[src/hw/rtl/gsr_pkg.sv]
// ----------------------------------------------------------------------------
// gsr_pkg
// Shared types and constants of the Gillespie reaction step core.
// ----------------------------------------------------------------------------
package gsr_pkg;

  localparam int unsigned RATE_W    = 32;
  localparam int unsigned TIME_W    = 64;
  localparam int unsigned PROP_W    = 61;
  localparam int unsigned NUM_RX    = 7;
  localparam int unsigned NUM_SP    = 6;
  localparam int unsigned CFG_IDX_W = 3;
  localparam int unsigned IDX_W     = 3;
  localparam int unsigned CNT_W     = 7;
  localparam int unsigned SQ_ITERS  = 32;
  localparam int unsigned DIV_ITERS = 64;
  localparam int unsigned PAIR      = 2;

  localparam logic [31:0]       LN2_Q32  = 32'hB172_17F7;
  localparam logic [PROP_W-1:0] PROP_MAX = '1;

  // species slots
  localparam int unsigned SP_A  = 0;
  localparam int unsigned SP_FV = 1;
  localparam int unsigned SP_AF = 2;
  localparam int unsigned SP_SV = 3;
  localparam int unsigned SP_AS = 4;
  localparam int unsigned SP_A2 = 5;

  // configuration register indexes
  localparam logic [CFG_IDX_W-1:0] CFG_RATE_A_FV_BIND  = 3'd0;
  localparam logic [CFG_IDX_W-1:0] CFG_RATE_AF_RELEASE = 3'd1;
  localparam logic [CFG_IDX_W-1:0] CFG_RATE_A_SV_BIND  = 3'd2;
  localparam logic [CFG_IDX_W-1:0] CFG_RATE_A_AS       = 3'd3;
  localparam logic [CFG_IDX_W-1:0] CFG_RATE_AF_SV      = 3'd4;
  localparam logic [CFG_IDX_W-1:0] CFG_RATE_AF_AS      = 3'd5;
  localparam logic [CFG_IDX_W-1:0] CFG_RATE_AF_AF      = 3'd6;
  localparam logic [CFG_IDX_W-1:0] CFG_STOP_TIME       = 3'd7;

  // propensity slot of each reaction
  localparam logic [IDX_W-1:0] PI_A_FV_BIND  = 3'd0;
  localparam logic [IDX_W-1:0] PI_AF_RELEASE = 3'd1;
  localparam logic [IDX_W-1:0] PI_A_SV_BIND  = 3'd2;
  localparam logic [IDX_W-1:0] PI_A_AS       = 3'd3;
  localparam logic [IDX_W-1:0] PI_AF_SV      = 3'd4;
  localparam logic [IDX_W-1:0] PI_AF_AS      = 3'd5;
  localparam logic [IDX_W-1:0] PI_AF_AF      = 3'd6;

  // fired codes
  localparam logic [2:0] RX_NONE       = 3'd0;
  localparam logic [2:0] RX_A_FV_BIND  = 3'd1;
  localparam logic [2:0] RX_AF_RELEASE = 3'd2;
  localparam logic [2:0] RX_A_SV_BIND  = 3'd3;
  localparam logic [2:0] RX_A_AS       = 3'd4;
  localparam logic [2:0] RX_AF_SV      = 3'd5;
  localparam logic [2:0] RX_AF_AS      = 3'd6;
  localparam logic [2:0] RX_AF_AF      = 3'd7;

  typedef enum logic [4:0] {
    DP_NOP,
    DP_CAPTURE,
    DP_LOAD,
    DP_SET_DONE,
    DP_PM1,
    DP_PM2,
    DP_PM3,
    DP_PSAT,
    DP_PADD,
    DP_LOG_INIT,
    DP_NORM,
    DP_SQ,
    DP_L2,
    DP_LN1,
    DP_LN2,
    DP_DIV_INIT,
    DP_DIV,
    DP_TADD,
    DP_C1,
    DP_C2,
    DP_C3,
    DP_PICK,
    DP_APPLY,
    DP_OUT
  } dp_op_t;

  typedef struct packed {
    dp_op_t           op;
    logic [IDX_W-1:0] idx;
  } dp_cmd_t;

  typedef struct packed {
    logic is_step;
    logic done;
    logic time_ge_stop;
    logic time_gt_stop;
    logic total_zero;
    logic norm_ok;
    logic pick_hit;
  } dp_sts_t;

endpackage

[src/hw/rtl/gsr_ctrl.sv]
// ----------------------------------------------------------------------------
// gsr_ctrl
// Sequencer: handshakes, loop counters and datapath commands for one item.
// ----------------------------------------------------------------------------
module gsr_ctrl (
  input  logic             clk,
  input  logic             rst_n,
  input  logic             in_valid,
  output logic             in_stall,
  output logic             out_valid,
  input  logic             out_stall,
  output gsr_pkg::dp_cmd_t cmd,
  input  gsr_pkg::dp_sts_t sts
);
  import gsr_pkg::*;

  typedef enum logic [22:0] {
    S_IDLE  = 23'd1 << 0,
    S_CHECK = 23'd1 << 1,
    S_PM1   = 23'd1 << 2,
    S_PM2   = 23'd1 << 3,
    S_PM3   = 23'd1 << 4,
    S_PSAT  = 23'd1 << 5,
    S_PADD  = 23'd1 << 6,
    S_ZCHK  = 23'd1 << 7,
    S_NORM  = 23'd1 << 8,
    S_SQ    = 23'd1 << 9,
    S_L2    = 23'd1 << 10,
    S_LN1   = 23'd1 << 11,
    S_LN2   = 23'd1 << 12,
    S_DIVI  = 23'd1 << 13,
    S_DIV   = 23'd1 << 14,
    S_TADD  = 23'd1 << 15,
    S_TCHK  = 23'd1 << 16,
    S_C1    = 23'd1 << 17,
    S_C2    = 23'd1 << 18,
    S_C3    = 23'd1 << 19,
    S_PICK  = 23'd1 << 20,
    S_APPLY = 23'd1 << 21,
    S_OUT   = 23'd1 << 22
  } state_t;

  state_t           state_r, state_nxt;
  logic [CNT_W-1:0] cnt_r, cnt_nxt;
  logic             out_valid_r, out_valid_nxt;

  always_comb begin
    state_nxt     = state_r;
    cnt_nxt       = cnt_r;
    cmd.op        = DP_NOP;
    cmd.idx       = cnt_r[IDX_W-1:0];
    out_valid_nxt = out_valid_r & out_stall;
    case (state_r)
      S_IDLE: if (in_valid) begin
        cmd.op    = DP_CAPTURE;
        state_nxt = S_CHECK;
      end
      S_CHECK: begin
        cnt_nxt = '0;
        if (!sts.is_step) begin
          cmd.op    = DP_LOAD;
          state_nxt = S_OUT;
        end else if (sts.done) begin
          state_nxt = S_OUT;
        end else if (sts.time_ge_stop) begin
          cmd.op    = DP_SET_DONE;
          state_nxt = S_OUT;
        end else begin
          state_nxt = S_PM1;
        end
      end
      S_PM1:  begin cmd.op = DP_PM1;  state_nxt = S_PM2;  end
      S_PM2:  begin cmd.op = DP_PM2;  state_nxt = S_PM3;  end
      S_PM3:  begin cmd.op = DP_PM3;  state_nxt = S_PSAT; end
      S_PSAT: begin cmd.op = DP_PSAT; state_nxt = S_PADD; end
      S_PADD: begin
        cmd.op = DP_PADD;
        if (cnt_r[IDX_W-1:0] == PI_AF_AF) begin
          cnt_nxt   = '0;
          state_nxt = S_ZCHK;
        end else begin
          cnt_nxt   = cnt_r + 1'b1;
          state_nxt = S_PM1;
        end
      end
      S_ZCHK: begin
        if (sts.total_zero) begin
          cmd.op    = DP_SET_DONE;
          state_nxt = S_OUT;
        end else begin
          cmd.op    = DP_LOG_INIT;
          state_nxt = S_NORM;
        end
      end
      S_NORM: begin
        if (sts.norm_ok) begin
          cnt_nxt   = '0;
          state_nxt = S_SQ;
        end else begin
          cmd.op = DP_NORM;
        end
      end
      S_SQ: begin
        cmd.op  = DP_SQ;
        cnt_nxt = cnt_r + 1'b1;
        if (cnt_r == CNT_W'(SQ_ITERS - 1)) state_nxt = S_L2;
      end
      S_L2:  begin cmd.op = DP_L2;  state_nxt = S_LN1; end
      S_LN1: begin cmd.op = DP_LN1; state_nxt = S_LN2; end
      S_LN2: begin cmd.op = DP_LN2; state_nxt = S_DIVI; end
      S_DIVI: begin
        cmd.op    = DP_DIV_INIT;
        cnt_nxt   = '0;
        state_nxt = S_DIV;
      end
      S_DIV: begin
        cmd.op  = DP_DIV;
        cnt_nxt = cnt_r + 1'b1;
        if (cnt_r == CNT_W'(DIV_ITERS - 1)) state_nxt = S_TADD;
      end
      S_TADD: begin cmd.op = DP_TADD; state_nxt = S_TCHK; end
      S_TCHK: begin
        if (sts.time_gt_stop) begin
          cmd.op    = DP_SET_DONE;
          state_nxt = S_OUT;
        end else begin
          state_nxt = S_C1;
        end
      end
      S_C1: begin cmd.op = DP_C1; state_nxt = S_C2; end
      S_C2: begin cmd.op = DP_C2; state_nxt = S_C3; end
      S_C3: begin
        cmd.op    = DP_C3;
        cnt_nxt   = '0;
        state_nxt = S_PICK;
      end
      S_PICK: begin
        cmd.op  = DP_PICK;
        cnt_nxt = cnt_r + 1'b1;
        if (sts.pick_hit || cnt_r[IDX_W-1:0] == PI_AF_AF) state_nxt = S_APPLY;
      end
      S_APPLY: begin cmd.op = DP_APPLY; state_nxt = S_OUT; end
      S_OUT: if (!out_valid_r || !out_stall) begin
        cmd.op        = DP_OUT;
        out_valid_nxt = 1'b1;
        state_nxt     = S_IDLE;
      end
      default: state_nxt = S_IDLE;
    endcase
  end

  always_ff @(posedge clk) begin
    if (!rst_n) begin
      state_r     <= S_IDLE;
      cnt_r       <= '0;
      out_valid_r <= 1'b0;
    end else begin
      state_r     <= state_nxt;
      cnt_r       <= cnt_nxt;
      out_valid_r <= out_valid_nxt;
    end
  end

  assign in_stall  = (state_r != S_IDLE);
  assign out_valid = out_valid_r;

`ifndef SYNTH
  a_accept_starts: assert property (@(posedge clk) disable iff (!rst_n)
    (in_valid && !in_stall) |=> (state_r == S_CHECK))
    else $error("accepted item did not start");
  a_load_short: assert property (@(posedge clk) disable iff (!rst_n)
    (state_r == S_CHECK && !sts.is_step) |=> (state_r == S_OUT))
    else $error("load item did not go to output");
  a_div_len: assert property (@(posedge clk) disable iff (!rst_n)
    (state_r == S_DIV && cnt_r == CNT_W'(DIV_ITERS - 1)) |=> (state_r == S_TADD))
    else $error("divider loop length wrong");
  a_out_hold: assert property (@(posedge clk) disable iff (!rst_n)
    (state_r == S_OUT && out_valid_r && out_stall) |=> (state_r == S_OUT && out_valid_r))
    else $error("result overwritten while stalled");
`endif

endmodule

[config.mk]
export PLATFORM = sky130hd
export DESIGN_NAME = gsr_ctrl
export DESIGN_NICKNAME = d
export VERILOG_FILES = /design/src/hw/rtl/gsr_pkg.sv /design/src/hw/rtl/gsr_ctrl.sv
export SDC_FILE = /design/constraint.sdc
export NUM_CORES = 1
export LEC_CHECK = 0
export ABC_AREA = 1
export BUFFER_PORTS_ARGS = -buffer_cell sky130_fd_sc_hd__buf_2
export CORE_AREA = 2 2 104 106
export CTS_CLUSTER_SIZE = 14
export DETAILED_ROUTE_END_ITERATION = 6
export DIE_AREA = 0 0 106 108
export PLACE_DENSITY = 0.51
export SETUP_SLACK_MARGIN = 0.4
export SLEW_MARGIN = 40
export SYNTH_ARGS = -nofsm -noshare
export SYNTH_HDL_FRONTEND = slang
export SYNTH_SLANG_ARGS = --single-unit
[constraint.sdc]
create_clock -name clk -period 2.4 [get_ports clk]
set_clock_uncertainty 0.1 [all_clocks]
set_input_delay 0.36 -clock clk [delete_from_list [all_inputs] [get_ports clk]]
set_output_delay 0.36 -clock clk [all_outputs]
set_load 0.1 [all_outputs]
==> summary.txt <==
status = finished, violations left
failing checks = negative setup slack
Worst IR Drop VDD = 0.000536 V
number of diodes = 0
synthesized cell area = 2510 µm²
fin crit share = 1.01
Cells after DPL = 565
core area = 10,200 µm²
FFs w/ async S/R, synth = 0
Filler cells = 1,059
Clock Latency Late Sink = 0.29 ns
final worst path period need = 2.41 ns
pwr dens = 1110 nW/µm²
final setup fails = 1
input/output buffers = 20
Rel. slew slack = 0.676
top_reg_cell synth = dfxtp_1
Setup WS pre-CTS = 0.182 ns
syn_nets = 425
Register Area = 664 µm²
largest net degree at the start of global routing = 23
DP Area = 2930 µm²
dpl hpwl = 5.75 mm
Reg-to-Reg Start = state_r[11]
final hold violation count = 0
Initial Util = 0.245
number of synthesized flops with an enable pin = 0
unique cell type count in the Yosys netlist = 34
Clock Sinks = 31
Max Cap Violations = 0
Die Area = 11,400 µm²
Vias/cell = 4.51
clock tree root driver cell = clkbuf_8
Yosys reg bits = 31
grt ovf = 0
startpoint types = flop
Multi-input gate area = 1870 µm²
Max Fanout on Critical Path = 4
leak pwr = 1.85 nW
post-synthesis cell count = 412
first drt pass iteration count = 4
CTS tree = yes
Post-CTS Hold Buffers = 0
Vias = 2,750
antenna-violating nets left = 0
Data required, critical path = 1.94 ns
power consumption = 4.03 mW
Max Slew Vio Count = 0
non-filler cells, final = 610
Synth-to-Final Area Change = 45.5%
clock-pin slew of the registers on the worst-case setup and hold paths = 0.07 ns
Design Area, Final = 3650 µm²
Tightest Pin Transition = 0.490 ns
HP Start = sts[3]
Longest Clk Path Bufs = 2
CP startpoint = state_r[11]
Final WS setup = -0.0125 ns
GP Congestion = 0.913
Ys Warns = 0
Die X = 106 µm
Post-Syn Area per Cell = 6.08 µm²
Max Freq = 415 MHz
All-Layer GR Usage = 0.138
critical path arrival = 1.95 ns
Residual DRC = 0
CTS buffer count = 5
drt wl/cell = 12.9 µm
vias in the first global route = 2,711
first-pass GRT wire length = 12.4 mm
Top Ports = 21
sequential share of the synthesized area = 0.248
min-delay worst type = input pin to flop
Layout Nets = 486
Rows = 37
share of cells above drive strength 1 = 0.409
initial drt markers = 137
critical path type = flop to output pin
H-tree lvl count = 2
die height = 108 µm
initial antenna violation count = 0
nature of the critical path endpoint = output pin
RSZ-0062 raised after global routing = true
Routed WL = 7.90 mm
[state kept, by name, indices dropped and copies added, names as in the netlist]
name       flops
out_valid      1
state_r       23
cnt_r          7
[report_power, final]
part	switching, mW	leakage [nW]	total [mW]	internal (mW)
registers	0.0912	0.264	0.701	0.610
clock network	0.217	0.0612	0.553	0.336
logic	1.79	1.52	2.78	0.986
total	2.10	1.85	4.03	1.93
[area by class of cell]
type	instances	share of cell area
Clock inverter	2	0.00961
Clock buffer	6	0.0226
Tap cell	136	0.0467
Multi-Input combinational cell	300	0.514
Timing Repair Buffer	61	0.144
Sequential cell	31	0.182
Timing Repair inverter	1	0.00206
Inverter	73	0.0792
[cell usage after synthesis (2+ instances only)]
| cell type | instances | share of area |
|---|---|---|
| nand2_1 | 91 | 0.14 |
| nor2_1 | 70 | 0.10 |
| inv_1 | 68 | 0.10 |
| nand3_1 | 48 | 0.096 |
| dfxtp_1 | 31 | 0.25 |
| nor2_2 | 10 | 0.025 |
| nor3_1 | 9 | 0.018 |
| a21oi_1 | 8 | 0.016 |
| nand2_2 | 8 | 0.020 |
| nor2_4 | 8 | 0.036 |
| o21ai_1 | 8 | 0.016 |
| nand4_1 | 6 | 0.015 |
| nand2_4 | 5 | 0.022 |
| buf_4 | 4 | 0.012 |
| inv_2 | 4 | 0.0060 |
| nand3_2 | 4 | 0.016 |
| xor2_1 | 4 | 0.014 |
| nor3_2 | 3 | 0.012 |
| nor4_1 | 3 | 0.0075 |
| buf_6 | 2 | 0.0090 |
| ha_1 | 2 | 0.010 |
| nand3b_1 | 2 | 0.0060 |
| nor2_8 | 2 | 0.016 |
| o21ai_0 | 2 | 0.0040 |
[path summary, 6_finish.rpt]
check                      to  slack (ns)  cells after the start
hold reg to reg      cnt_r[6]        0.41                      2
setup / recovery       cmd[3]       -0.01                     10
setup reg to reg   state_r[8]        0.40                     13
hold / removal    state_r[17]        0.15                      2
[cell usage in the layout (no fill, tap or decap), types with 5 or more instances in the layout]
master / n
nand2_1: 76
inv_1: 61
nor2_1: 51
nand3_1: 45
buf_4: 35
nor2_4: 21
dfxtp_2: 20
nand2_4: 19
nor2_2: 16
buf_2: 14
inv_2: 8
nand2_2: 8
o21ai_1: 8
buf_12: 7
nor3_1: 6
nand4_1: 6
a21oi_1: 6
nand3_2: 6
clkbuf_8: 6
dfxtp_1: 6
dfxtp_4: 5
[metal layers]
layer | global-route usage | routed length (µm)
met1 | 0.148 | 3220
met2 | 0.260 | 4040
met3 | 0.0175 | 306
met4 | 0.0780 | 332
met5 | 0 | 0
[critical path, cell delays in order, from the launching register on]
cell     delay [ns]
dfxtp_4        0.35
nor2_4         0.14
nand2_4        0.11
buf_4          0.15
buf_4          0.14
nor2_4         0.12
nand4_1        0.19
nand3_1        0.16
nor2_2         0.06
nand2_4        0.07
buf_12         0.16
[cell families after synthesis]
group | count (synthesis) | share of synthesized area
DFF | 31 | 0.248
AOI/OAI and AO/OA | 21 | 0.0489
xor gates and xnor gates | 4 | 0.0140
buffers and inverters | 81 | 0.134
adders and majority gates | 2 | 0.00998
and+or+nand+nor | 273 | 0.545
[per-stage QoR]
stage	utilization	hold WS (ns)	TNS (ns)
CTS	0.336	0.136	0
floorplan	-	0.338	0
finish	0.356	0.148	-0.0125
detailed placement	0.287	0.404	0
global route	0.356	0.146	-0.292
global placement	0.287	0.387	0
[what timing repair did]
action / CTS / global route
setup buffers: 24 / 11
setup endpoints to repair: 19 / 33
gates cloned: 2 / 0
hold endpoints to repair: 0 / 0
gates resized for setup: 56 / 38
pin swaps: 29 / 20
Power figures use the tool's default switching activity.
